<file path="src/rtl/core/fcol_pkg.sv">
// Shared types and constants for the fixed capacity ordered list.
package fcol_pkg;

  localparam int CAPACITY_DEF = 16;
  localparam int CMD_W        = 3;
  localparam int VALUE_W      = 32;
  localparam int POS_W        = 4;
  localparam int COUNT_W      = 5;
  localparam int INDEX_W      = 4;
  localparam int QUEUE_DEPTH  = 2;

  typedef enum logic [CMD_W-1:0] {
    CMD_INS_FRONT  = 3'd0,
    CMD_INS_BACK   = 3'd1,
    CMD_INS_SORTED = 3'd2,
    CMD_RM_FRONT   = 3'd3,
    CMD_RM_BACK    = 3'd4,
    CMD_RM_VALUE   = 3'd5,
    CMD_FIND       = 3'd6,
    CMD_READ_POS   = 3'd7
  } cmd_t;

  // Guard class: inserts need room, everything else needs a nonempty list.
  typedef enum logic [1:0] {
    CLS_INSERT,
    CLS_REMOVE,
    CLS_LOOKUP
  } cls_t;

  typedef struct packed {
    cmd_t                      cmd;
    cls_t                      cls;
    logic signed [VALUE_W-1:0] value;
    logic [POS_W-1:0]          position;
  } item_t;

endpackage

</file>
<file path="src/rtl/core/fcol_req_if.sv">
// Command channel: valid/ready handshake with command payload.
interface fcol_req_if;
  logic                                valid;
  logic                                ready;
  logic [fcol_pkg::CMD_W-1:0]          cmd;
  logic signed [fcol_pkg::VALUE_W-1:0] value;
  logic [fcol_pkg::POS_W-1:0]          position;

  modport source (output valid, cmd, value, position, input ready);
  modport sink (input valid, cmd, value, position, output ready);
endinterface

</file>
<file path="src/rtl/core/fcol_rsp_if.sv">
// Result channel: valid/ready handshake with result payload.
interface fcol_rsp_if;
  logic                                valid;
  logic                                ready;
  logic                                ok;
  logic [fcol_pkg::COUNT_W-1:0]        count;
  logic signed [fcol_pkg::VALUE_W-1:0] read_value;
  logic [fcol_pkg::INDEX_W-1:0]        found_index;

  modport source (output valid, ok, count, read_value, found_index, input ready);
  modport sink (input valid, ok, count, read_value, found_index, output ready);
endinterface

</file>
<file path="src/rtl/core/fcol_front.sv">
// Front end: takes command beats and classifies them into queue items.
module fcol_front (
  fcol_req_if.sink         req,
  input  logic             room,
  output logic             push,
  output fcol_pkg::item_t  item
);

  fcol_pkg::cmd_t cmd;

  assign cmd       = fcol_pkg::cmd_t'(req.cmd);
  assign req.ready = room;
  assign push      = req.valid && room;

  always_comb begin
    item.cmd      = cmd;
    item.value    = req.value;
    item.position = req.position;
    case (cmd) inside
      fcol_pkg::CMD_INS_FRONT, fcol_pkg::CMD_INS_BACK, fcol_pkg::CMD_INS_SORTED:
        item.cls = fcol_pkg::CLS_INSERT;
      fcol_pkg::CMD_RM_FRONT, fcol_pkg::CMD_RM_BACK, fcol_pkg::CMD_RM_VALUE:
        item.cls = fcol_pkg::CLS_REMOVE;
      default:
        item.cls = fcol_pkg::CLS_LOOKUP;
    endcase
  end

endmodule

</file>
<file path="src/rtl/core/fcol_queue.sv">
// Short FIFO between the front end and the list back end.
module fcol_queue (
  input  logic            clk,
  input  logic            rst,
  input  logic            push,
  input  fcol_pkg::item_t push_item,
  output logic            room,
  output logic            avail,
  input  logic            pop,
  output fcol_pkg::item_t head
);

  localparam int PTR_W  = (fcol_pkg::QUEUE_DEPTH > 1) ? $clog2(fcol_pkg::QUEUE_DEPTH) : 1;
  localparam int USED_W = $clog2(fcol_pkg::QUEUE_DEPTH + 1);

  fcol_pkg::item_t   slots [fcol_pkg::QUEUE_DEPTH];
  logic [PTR_W-1:0]  wr_ptr;
  logic [PTR_W-1:0]  rd_ptr;
  logic [USED_W-1:0] used;

  assign room  = used != USED_W'(fcol_pkg::QUEUE_DEPTH);
  assign avail = used != '0;
  assign head  = slots[rd_ptr];

  always_ff @(posedge clk) begin
    if (rst) begin
      wr_ptr <= '0;
      rd_ptr <= '0;
      used   <= '0;
    end else begin
      if (push) begin
        wr_ptr <= (wr_ptr == PTR_W'(fcol_pkg::QUEUE_DEPTH - 1)) ? '0 : wr_ptr + 1'b1;
      end
      if (pop) begin
        rd_ptr <= (rd_ptr == PTR_W'(fcol_pkg::QUEUE_DEPTH - 1)) ? '0 : rd_ptr + 1'b1;
      end
      if (push && !pop) begin
        used <= used + 1'b1;
      end else if (pop && !push) begin
        used <= used - 1'b1;
      end
    end
  end

  always_ff @(posedge clk) begin
    if (push) begin
      slots[wr_ptr] <= push_item;
    end
  end

endmodule

</file>
<file path="src/rtl/core/fcol_back.sv">
// Back end: list cells that compare and shift in parallel, plus result register.
module fcol_back #(
  parameter int CAPACITY = fcol_pkg::CAPACITY_DEF
) (
  input  logic            clk,
  input  logic            rst,
  input  logic            avail,
  input  fcol_pkg::item_t head,
  output logic            pop,
  fcol_rsp_if.source      rsp
);

  localparam int CNT_W = $clog2(CAPACITY + 1);
  localparam int CMP_W = (CNT_W > fcol_pkg::POS_W) ? CNT_W : fcol_pkg::POS_W;

  logic signed [fcol_pkg::VALUE_W-1:0] cells      [CAPACITY];
  logic signed [fcol_pkg::VALUE_W-1:0] cells_next [CAPACITY];
  logic signed [fcol_pkg::VALUE_W-1:0] up         [CAPACITY];
  logic signed [fcol_pkg::VALUE_W-1:0] dn         [CAPACITY];
  logic [CNT_W-1:0]                    cnt;
  logic [CNT_W-1:0]                    cnt_next;
  logic [CAPACITY-1:0]                 eq;
  logic [CAPACITY-1:0]                 lt;
  logic [CNT_W-1:0]                    hit_at;
  logic [CNT_W-1:0]                    ord_at;
  logic [CNT_W-1:0]                    edit_at;
  logic                                hit;
  logic                                guard;
  logic                                ok;
  logic                                do_ins;
  logic                                do_rm;
  logic signed [fcol_pkg::VALUE_W-1:0] rd_sel;
  logic signed [fcol_pkg::VALUE_W-1:0] rd;
  logic [CNT_W-1:0]                    fidx;
  logic                                out_valid;

  assign pop       = avail && (!out_valid || rsp.ready);
  assign rsp.valid = out_valid;

  // Per-cell compares and first-hit search.
  always_comb begin
    hit_at = '0;
    ord_at = cnt;
    rd_sel = '0;
    for (int k = 0; k < CAPACITY; k++) begin
      eq[k] = (CNT_W'(k) < cnt) && (cells[k] == head.value);
      lt[k] = (CNT_W'(k) < cnt) && (cells[k] < head.value);
      if (CMP_W'(k) == CMP_W'(head.position)) begin
        rd_sel = cells[k];
      end
    end
    for (int k = CAPACITY - 1; k >= 0; k--) begin
      if (eq[k]) begin
        hit_at = CNT_W'(k);
      end
      if (!lt[k]) begin
        ord_at = CNT_W'(k);
      end
    end
    hit = |eq;
  end

  always_comb begin
    guard    = (head.cls == fcol_pkg::CLS_INSERT) ? (cnt != CNT_W'(CAPACITY)) : (cnt != '0);
    ok       = 1'b0;
    do_ins   = 1'b0;
    do_rm    = 1'b0;
    edit_at  = '0;
    rd       = '0;
    fidx     = '0;
    case (head.cmd)
      fcol_pkg::CMD_INS_FRONT: begin
        do_ins = guard;
      end
      fcol_pkg::CMD_INS_BACK: begin
        do_ins  = guard;
        edit_at = cnt;
      end
      fcol_pkg::CMD_INS_SORTED: begin
        do_ins  = guard;
        edit_at = ord_at;
      end
      fcol_pkg::CMD_RM_FRONT: begin
        do_rm = guard;
      end
      fcol_pkg::CMD_RM_BACK: begin
        do_rm   = guard;
        edit_at = cnt - 1'b1;
      end
      fcol_pkg::CMD_RM_VALUE: begin
        do_rm   = guard && hit;
        edit_at = hit_at;
      end
      fcol_pkg::CMD_FIND: begin
        ok = guard && hit;
        if (ok) begin
          fidx = hit_at;
        end
      end
      fcol_pkg::CMD_READ_POS: begin
        ok = CMP_W'(head.position) < CMP_W'(cnt);
        if (ok) begin
          rd = rd_sel;
        end
      end
      default: ;
    endcase
    if (do_ins || do_rm) begin
      ok = 1'b1;
    end
    cnt_next = do_ins ? cnt + 1'b1 : (do_rm ? cnt - 1'b1 : cnt);
  end

  // Shift paths: open a slot at edit_at, or close the slot at edit_at.
  always_comb begin
    up[0]          = head.value;
    dn[CAPACITY-1] = cells[CAPACITY-1];
    for (int k = 1; k < CAPACITY; k++) begin
      up[k] = cells[k-1];
    end
    for (int k = 0; k < CAPACITY - 1; k++) begin
      dn[k] = cells[k+1];
    end
    for (int k = 0; k < CAPACITY; k++) begin
      if (CNT_W'(k) < edit_at) begin
        cells_next[k] = cells[k];
      end else if (do_ins) begin
        cells_next[k] = (CNT_W'(k) == edit_at) ? head.value : up[k];
      end else begin
        cells_next[k] = dn[k];
      end
    end
  end

  always_ff @(posedge clk) begin
    if (rst) begin
      cnt       <= '0;
      out_valid <= 1'b0;
    end else begin
      if (pop) begin
        cnt       <= cnt_next;
        out_valid <= 1'b1;
      end else if (rsp.ready) begin
        out_valid <= 1'b0;
      end
    end
  end

  always_ff @(posedge clk) begin
    if (pop) begin
      rsp.ok          <= ok;
      rsp.count       <= fcol_pkg::COUNT_W'(cnt_next);
      rsp.read_value  <= rd;
      rsp.found_index <= fcol_pkg::INDEX_W'(fidx);
      if (do_ins || do_rm) begin
        for (int k = 0; k < CAPACITY; k++) begin
          cells[k] <= cells_next[k];
        end
      end
    end
  end

endmodule

</file>
<file path="src/rtl/core/fixed_capacity_ordered_list.sv">
// Top level of the fixed capacity ordered list: front end, queue and list back end.
//
//   channel | role   | payload
//   --------+--------+------------------------------------------
//   req     | sink   | cmd, value, position
//   rsp     | source | ok, count, read_value, found_index
//
// One command per cycle sustained while rsp is ready; the limit is the combinational
// compare and shift across all list cells. Results leave through a result register.
// Reset clears the fill count, queue and result valid; entry contents stay unknown.
// A stalled rsp fills the queue, then req.ready drops until rsp drains.
module fixed_capacity_ordered_list #(
  parameter int CAPACITY = fcol_pkg::CAPACITY_DEF
) (
  input  logic       clk,
  input  logic       rst,
  fcol_req_if.sink   req,
  fcol_rsp_if.source rsp
);

  fcol_pkg::item_t push_item;
  fcol_pkg::item_t head;
  logic            push;
  logic            room;
  logic            avail;
  logic            pop;

  fcol_front u_front (
    .req  (req),
    .room (room),
    .push (push),
    .item (push_item)
  );

  fcol_queue u_queue (
    .clk       (clk),
    .rst       (rst),
    .push      (push),
    .push_item (push_item),
    .room      (room),
    .avail     (avail),
    .pop       (pop),
    .head      (head)
  );

  fcol_back #(
    .CAPACITY (CAPACITY)
  ) u_back (
    .clk   (clk),
    .rst   (rst),
    .avail (avail),
    .head  (head),
    .pop   (pop),
    .rsp   (rsp)
  );

endmodule

</file>
<file path="src/flat_wrapper.sv">
// flat-port wrapper written by rule: the top's interface ports become plain ports
module fixed_capacity_ordered_list_flat 
#(
  parameter int CAPACITY = fcol_pkg::CAPACITY_DEF
)
  (clk, rst, req_valid, req_cmd, req_value, req_position, req_ready, rsp_valid, rsp_ok, rsp_count, rsp_read_value, rsp_found_index, rsp_ready);
  fcol_req_if req_i ();
  fcol_rsp_if rsp_i ();
  input  logic clk;
  input  logic rst;
  input wire logic [$bits(req_i.valid)-1:0] req_valid;
  input wire logic [$bits(req_i.cmd)-1:0] req_cmd;
  input wire logic [$bits(req_i.value)-1:0] req_value;
  input wire logic [$bits(req_i.position)-1:0] req_position;
  output wire logic [$bits(req_i.ready)-1:0] req_ready;
  output wire logic [$bits(rsp_i.valid)-1:0] rsp_valid;
  output wire logic [$bits(rsp_i.ok)-1:0] rsp_ok;
  output wire logic [$bits(rsp_i.count)-1:0] rsp_count;
  output wire logic [$bits(rsp_i.read_value)-1:0] rsp_read_value;
  output wire logic [$bits(rsp_i.found_index)-1:0] rsp_found_index;
  input wire logic [$bits(rsp_i.ready)-1:0] rsp_ready;
  assign req_i.valid = req_valid;
  assign req_i.cmd = req_cmd;
  assign req_i.value = req_value;
  assign req_i.position = req_position;
  assign req_ready = req_i.ready;
  assign rsp_valid = rsp_i.valid;
  assign rsp_ok = rsp_i.ok;
  assign rsp_count = rsp_i.count;
  assign rsp_read_value = rsp_i.read_value;
  assign rsp_found_index = rsp_i.found_index;
  assign rsp_i.ready = rsp_ready;
  fixed_capacity_ordered_list #(.CAPACITY(CAPACITY)) u_core (.clk(clk), .rst(rst), .req(req_i), .rsp(rsp_i));
endmodule
</file>
<file path="config.mk">
export PLATFORM = sky130hd
export DESIGN_NAME = fixed_capacity_ordered_list_flat
export DESIGN_NICKNAME = d
export VERILOG_FILES = /design/src/rtl/core/fcol_pkg.sv /design/src/rtl/core/fcol_req_if.sv /design/src/rtl/core/fcol_rsp_if.sv /design/src/rtl/core/fcol_front.sv /design/src/rtl/core/fcol_queue.sv /design/src/rtl/core/fcol_back.sv /design/src/rtl/core/fixed_capacity_ordered_list.sv /design/src/flat_wrapper.sv
export SDC_FILE = /design/constraint.sdc
export NUM_CORES = 2
export LEC_CHECK = 0
export ABC_AREA = 0
export BUFFER_PORTS_ARGS = -buffer_cell sky130_fd_sc_hd__buf_2
export CAP_MARGIN = 0
export CELL_PAD_IN_SITES_DETAIL_PLACEMENT = 0
export CELL_PAD_IN_SITES_GLOBAL_PLACEMENT = 1
export CORE_AREA = 4 4 272 341
export CTS_BUF_LIST = sky130_fd_sc_hd__clkbuf_4 sky130_fd_sc_hd__clkbuf_8 sky130_fd_sc_hd__clkbuf_16
export DETAILED_ROUTE_END_ITERATION = 16
export DIE_AREA = 0 0 276 345
export GPL_ROUTABILITY_DRIVEN = 0
export PLACE_DENSITY_LB_ADDON = 0.25
export SLEW_MARGIN = 20
export SYNTH_ARGS = -nofsm -noshare
export SYNTH_HDL_FRONTEND = slang
export SYNTH_HIERARCHICAL = 1
export SYNTH_SLANG_ARGS = --single-unit
</file>
<file path="constraint.sdc">
create_clock -name clk -period 25.4 [get_ports clk]
set_input_delay 6.35 -clock clk [delete_from_list [all_inputs] [get_ports clk]]
set_output_delay 6.35 -clock clk [all_outputs]
set_load 0.1 [all_outputs]
</file>
# == After elaboration in Yosys (flattened, before gate mapping) ==
# Memory sizes are Yosys's and may differ from the RTL's. A register that Yosys moved wholly into a read port is not among the register bits.
# Cells that the tools add are included.
# word_totals
ramBits,594
output_inout_bits,44
memories,2
reg_bits,52
word_cells,300
# classes
eq_ne,60
magnitude_cmp,49
n_reduce_logical,57
addsub,6
muxes,117
# memory_table
name,depth,width,read_ports,rd_ports_with_merged_regs,wr,line,rtl
u_core.u_back.cells,16,32,16,0,16,fcol_back.sv:16,logic signed [fcol_pkg::VALUE_W-1:0] cells [CAPACITY];
u_core.u_queue.slots,2,41,1,1,1,fcol_queue.sv:16,fcol_pkg::item_t slots [fcol_pkg::QUEUE_DEPTH];
# op_table
cell,count
$mux 32,63
$eq 32x32->1,16
$lt 32x32->1,16
$mux 5,33
$lt 4x5->1 const A,16
$eq 4x5->1 const A,8
$lt 3x5->1 const A,8
$logic_and 1x1->1,37
$eq 4x4->1 const A,8
$eq 3x5->1 const A,4
$lt 1x5->1 const A,4
$lt 2x5->1 const A,4
$pmux 5 s4,1
$eq 3x3->1 const B,6
$eq 3x4->1 const A,4
$reduce_or 16->1,1
$mux 1,13
$eq 3x2->1 const B,4
$eq 2x5->1 const A,2
$reduce_or 3->1,3
$eq 2x4->1 const A,2
$mux 2,4
$eq 3x1->1 const B,2
$logic_not 3->1,2
20 further kinds,28

# == Longest topological paths before layout ==
# An unclocked memory read counts as a cell.
# logic_depth
ltp_word,24
ltp_mapped,20
ltp_nobuf,14

# == Hierarchy ==
# The synthesis kept the hierarchy.
# by_module_without_submodules
mod,cells_each,seq_area_each_um2,instances,area_per_inst_um2
fcol_back,4852,16756.1,1,46263.1
fcol_queue,150,2562.5,1,3166.8
fcol_front,44,0.0,1,327.8

# == Worst setup path before layout ==
# OpenSTA, ideal clock, no wires.
# synth_timing
path_type,input port to flip-flop
from,input rsp_ready
to,memory u_core/u_back/cells[1][192] in the netlist's numbering (enable)
arrival_time_ns,11.056
n_path_buf,1
cell_stages,7
slack_ns,13.954
path_cell_list,nand2b_1 -> nand2_1 -> clkinv_1 -> nand2b_1 -> clkbuf_1 -> a311oi_1 -> a41o_1
# synth_rtl
item,line,rtl
"start, declared",flat_wrapper.sv:21,input wire logic [$bits(rsp_i.ready)-1:0] rsp_ready;
"end, declared",fcol_back.sv:16,

==> impl_results.md <==
- Clock Latency Late Sink: 0.66 ns
- Worst-path cell chain: buf_4 > mux2_1 > inv_1 > ha_1 > and4_1 > nor4bb_1 > nand3_1 > nand4_1 > nor3b_1 > o31ai_1 > inv_1 > a21o_4 > buf_4 > buf_4 > or3_1 > buf_4 > o221ai_1
- Final setup violation count: 0
- Pwr Density: 144 nW/µm²
- Final #Nets: 5,403
- Skew final: roughly 0.029 ns
- Largest net degree at the start of global routing: 216
- Crit-path max FO: 66
- Worst-Margin Slew: 1.34 ns
- CTS-repair resized insts: 0
- Setup bufs post-CTS: 0
- Vias in the first global route: around 45,000
- CTS clock-pin slew for the worst setup and hold paths: 0.06 ns
- Crit share post-route: 36.7%
- Crit start category: flop
- Die width: ~280 µm
- Routed wire length: 212,000 µm
- Top post-synthesis cells by area: edfxtp_1, ha_1, o211ai_1, nand2_1, o311ai_0
- Core Area: 89,600 µm²
- Post-synthesis sequential area ratio: 38.8%
- Reg2reg setup slack: ~16 ns
- Critical path endpoint: u_core/u_back/cells[1][32]$_DFFE_PP_
- Clock buffer count from CTS: 73
- R2R depth: 17
- Post-Synthesis Net Count: between 5,000 and 6,000
- Via count: 47,619
- Status: finished, final reports clean
- Critical path's top delay family: buffers and inverters
- Critical path's slowest cell: nor3b_1
- Number of fill cells: 7,802
- Post-Syn Instances: 5,046
- Syn avg cell area: just under 10 µm²
- Final antenna-violating net count: 0
- Post-synthesis cell type count: 96
- Via density: slightly below 8
- DR pass1 iterations: 7
- Drt drc: 0
- IO Port Bufs: 86
- EDFF count, synth: 636
- Ys Warns: 6
- Register bit total from synthesis: 647
- Top cell type by total area after synthesis: edfxtp_1
- Die H: 345 µm
- Ys flop type: edfxtp_1
- Fmax: 0.107 GHz
- Routed WL per cell: 34.8 µm
- CP Data Arrival Time: 9.68 ns
- Multi-input gate area: 28,200 µm²
- CTS sink cnt: 647
- Leak: 19.6 nW
- Max Cap Viol: 0
- Crit path kind: flop to flop
- Fin. Hold Viols: 0
- Relative slew slack: about a tenth
- Register area: 19,300 µm²
- VDD IR max: 0.153 mV
- Std-Cell Rows: 123
- Total GRT Usage: 42.4%
- WP data required: 25.77 ns
- Worst setup EP type: flop
- First-pass GRT wire length: between 300,000 and 400,000 µm
- Async set-reset flop share out of synthesis: 0%
- Htree depth: 3
- CTS Hold Buffers Added: 0
- Clock Tree Root: clkbuf_16
- I/O pins: 87
- Final min period: 9.31 ns
- Cell depth of the worst setup path: 17
- Syn Std Cell Area: 49,800 µm²
- Share of the core filled with cells: ~60%
- RSZ-0062 raised after global routing: false
- Maximum clock path buffer count: 3
- DIE AREA: 95,200 µm²
- Drt initial violations: 8,194
- CTS tree: built
- Hold crit path type: flop to flop
- CP Buf/Inv Count: 6
- Fraction of layout cells with a size suffix above 1: 10.6%
- Starting Density: 55.6%
- Antenna violations before repair: 11
- Setup TNS: 0 ns
- Reg-to-Reg End: u_core/u_back/cells[1][32]$_DFFE_PP_
- Max-slew violation count: 0
- Layout overhead on the synthesized area: 7.22%
- Post-synth top area share: between 30% and 40%
- CP peak stage delay: 1.06 ns
- CP dominant cell by count: buf_4
- Total congestion overflow: 0
- DPL Wire Length: 143,000 µm
==> metal layers <==
layer	GRT usage (%)	vias up	routed length, µm
met5	0	-	65
met4	36.0	10	23300
met3	10.6	1167	24300
met2	64.6	3799	91600
met1	50.3	22746	72800
li1	-	19897	-
==> area by class of cell <==
type | count | area share (%)
antenna | 5 | 0.0235
timing repair buffer | 208 | 2.76
clock inverter | 49 | 1.02
multi-input combinational | 3806 | 52.8
inverter | 105 | 0.739
tap | 1187 | 2.78
sequential | 647 | 36.2
clock buffer | 85 | 3.64
==> registers in the layout, indices dropped and copies added, names as in the netlist, named ones only <==
signal and count:
u_core/u_queue/rd_ptr 1, u_core/u_back/rsp.ok 1, u_core/u_queue/slots 82, u_core/u_back/cells 512, u_core/u_back/rsp.count 5, u_core/u_back/rsp.valid 1
u_core/u_queue/wr_ptr 1, u_core/u_back/rsp.found_index 4, u_core/u_back/rsp.read_value 32, u_core/u_back/cnt 5, u_core/u_queue/used 2
==> per-stage QoR <==
step                      total power [mW]  worst slack [ns]  cell area, µm²  std cells  hold WS (ns)
after floorplan                       4.88             13.95           49800       5046         0.461
after global placement                6.24             16.20           50700       5950         0.492
after detailed placement              6.34             16.21           50700       5950         0.499
after CTS                             7.48             16.78           53200       6084         0.515
after global routing                  8.01             16.07           53300       6087         0.552
final                                 7.70             16.09           53400       6092         0.513
==> cell usage in the layout, fill, tap and decap left out, types with 16 or more instances in the layout <==
master | synthesis | routed
nor4_1 | 22 | 19
a22oi_1 | 90 | 90
nand3_1 | 89 | 86
a31oi_1 | 152 | 146
mux2_4 | 29 | 29
a221oi_1 | 24 | 24
buf_2 | 76 | 86
inv_1 | 103 | 103
nand2_1 | 646 | 644
mux2_1 | 41 | 39
o21ai_0 | 101 | 101
o311ai_0 | 175 | 175
o31ai_1 | 16 | 16
nor2_1 | 251 | 242
a21o_1 | 63 | 62
a211oi_1 | 20 | 19
clkbuf_16 | 0 | 74
nand2b_1 | 24 | 24
edfxtp_1 | 636 | 636
and4_1 | 16 | 16
nand4_1 | 208 | 208
o41ai_2 | 69 | 69
nor3_1 | 87 | 79
a222oi_1 | 44 | 44
o21ai_1 | 16 | 16
a41o_1 | 65 | 64
ha_1 | 519 | 519
o311ai_1 | 19 | 19
mux2i_1 | 40 | 40
a21oi_1 | 290 | 285
o211ai_1 | 383 | 383
o41ai_1 | 29 | 29
buf_4 | 64 | 113
nor2b_1 | 23 | 22
==> cell families (layout without fill, tap and decap cells) <==
logic type / Yosys count / after routing / share of synthesized area (%)
DFF: 647 / 647 / 38.8
other: 0 / 5 / 0
muxes: 118 / 118 / 2.90
and+or+nand+nor: 1448 / 1448 / 13.5
AOI/OAI and AO/OA: 1710 / 1710 / 26.2
adders and majority gates: 519 / 519 / 13.1
buffers and inverters: 593 / 447 / 5.29
xor gates and xnor gates: 11 / 11 / 0.194
==> worst register-to-register path, stage by stage (launching register included) <==
cell	delay [ns]
dfxtp_2	0.31
buf_4	0.48
mux2_1	0.58
inv_1	0.83
ha_1	0.41
and4_1	0.29
nor4bb_1	0.23
nand3_1	0.13
nand4_1	0.81
nor3b_1	1.07
o31ai_1	0.44
inv_1	0.27
a21o_4	0.70
buf_4	0.99
buf_4	0.69
or3_1	0.24
buf_4	0.40
o221ai_1	0.18
==> worst min path at each step <==
stage,start,to,slack (ns),cells past startpoint
final,u_core/u_back/rsp.valid$_SDFFE_PP0P_,u_core/u_back/rsp.valid$_SDFFE_PP0P_,0.51,2
after global routing,u_core/u_queue/rd_ptr$_SDFFE_PP0P_,flop,0.55,2
after CTS,u_core/u_queue/used[1]$_SDFFE_PP0P_,u_core/u_queue/used[1]$_SDFFE_PP0P_,0.52,2
after detailed placement,u_core/u_queue/rd_ptr$_SDFFE_PP0P_,flop,0.50,2
after global placement,u_core/u_queue/used[1]$_SDFFE_PP0P_,u_core/u_queue/used[1]$_SDFFE_PP0P_,0.49,2
after floorplan,u_core/u_queue/used[1]$_SDFFE_PP0P_,u_core/u_queue/used[1]$_SDFFE_PP0P_,0.46,2
==> power by group <==
| part | total (mW) | internal [mW] | switching [mW] |
|---|---|---|---|
| registers | 2.10 | 1.74 | 0.362 |
| clock network | 1.14 | 0.654 | 0.490 |
| logic | 4.46 | 1.27 | 3.19 |
| total | 7.70 | 3.66 | 4.05 |
==> synthesized netlist by cell type (29+ instances only) <==
master / instances
buf_2: 76
a21oi_1: 290
buf_4: 64
a21o_1: 63
nand3_1: 89
mux2i_1: 40
o41ai_2: 69
o211ai_1: 383
a222oi_1: 44
o21ai_0: 101
a41o_1: 65
o41ai_1: 29
mux2_1: 41
a31oi_1: 152
mux2_4: 29
o311ai_0: 175
nor3_1: 87
nand4_1: 208
nand2_1: 646
a22oi_1: 90
edfxtp_1: 636
nor2_1: 251
ha_1: 519
clkbuf_1: 319
inv_1: 103
Note: power is estimated with default switching activity, not from simulation.
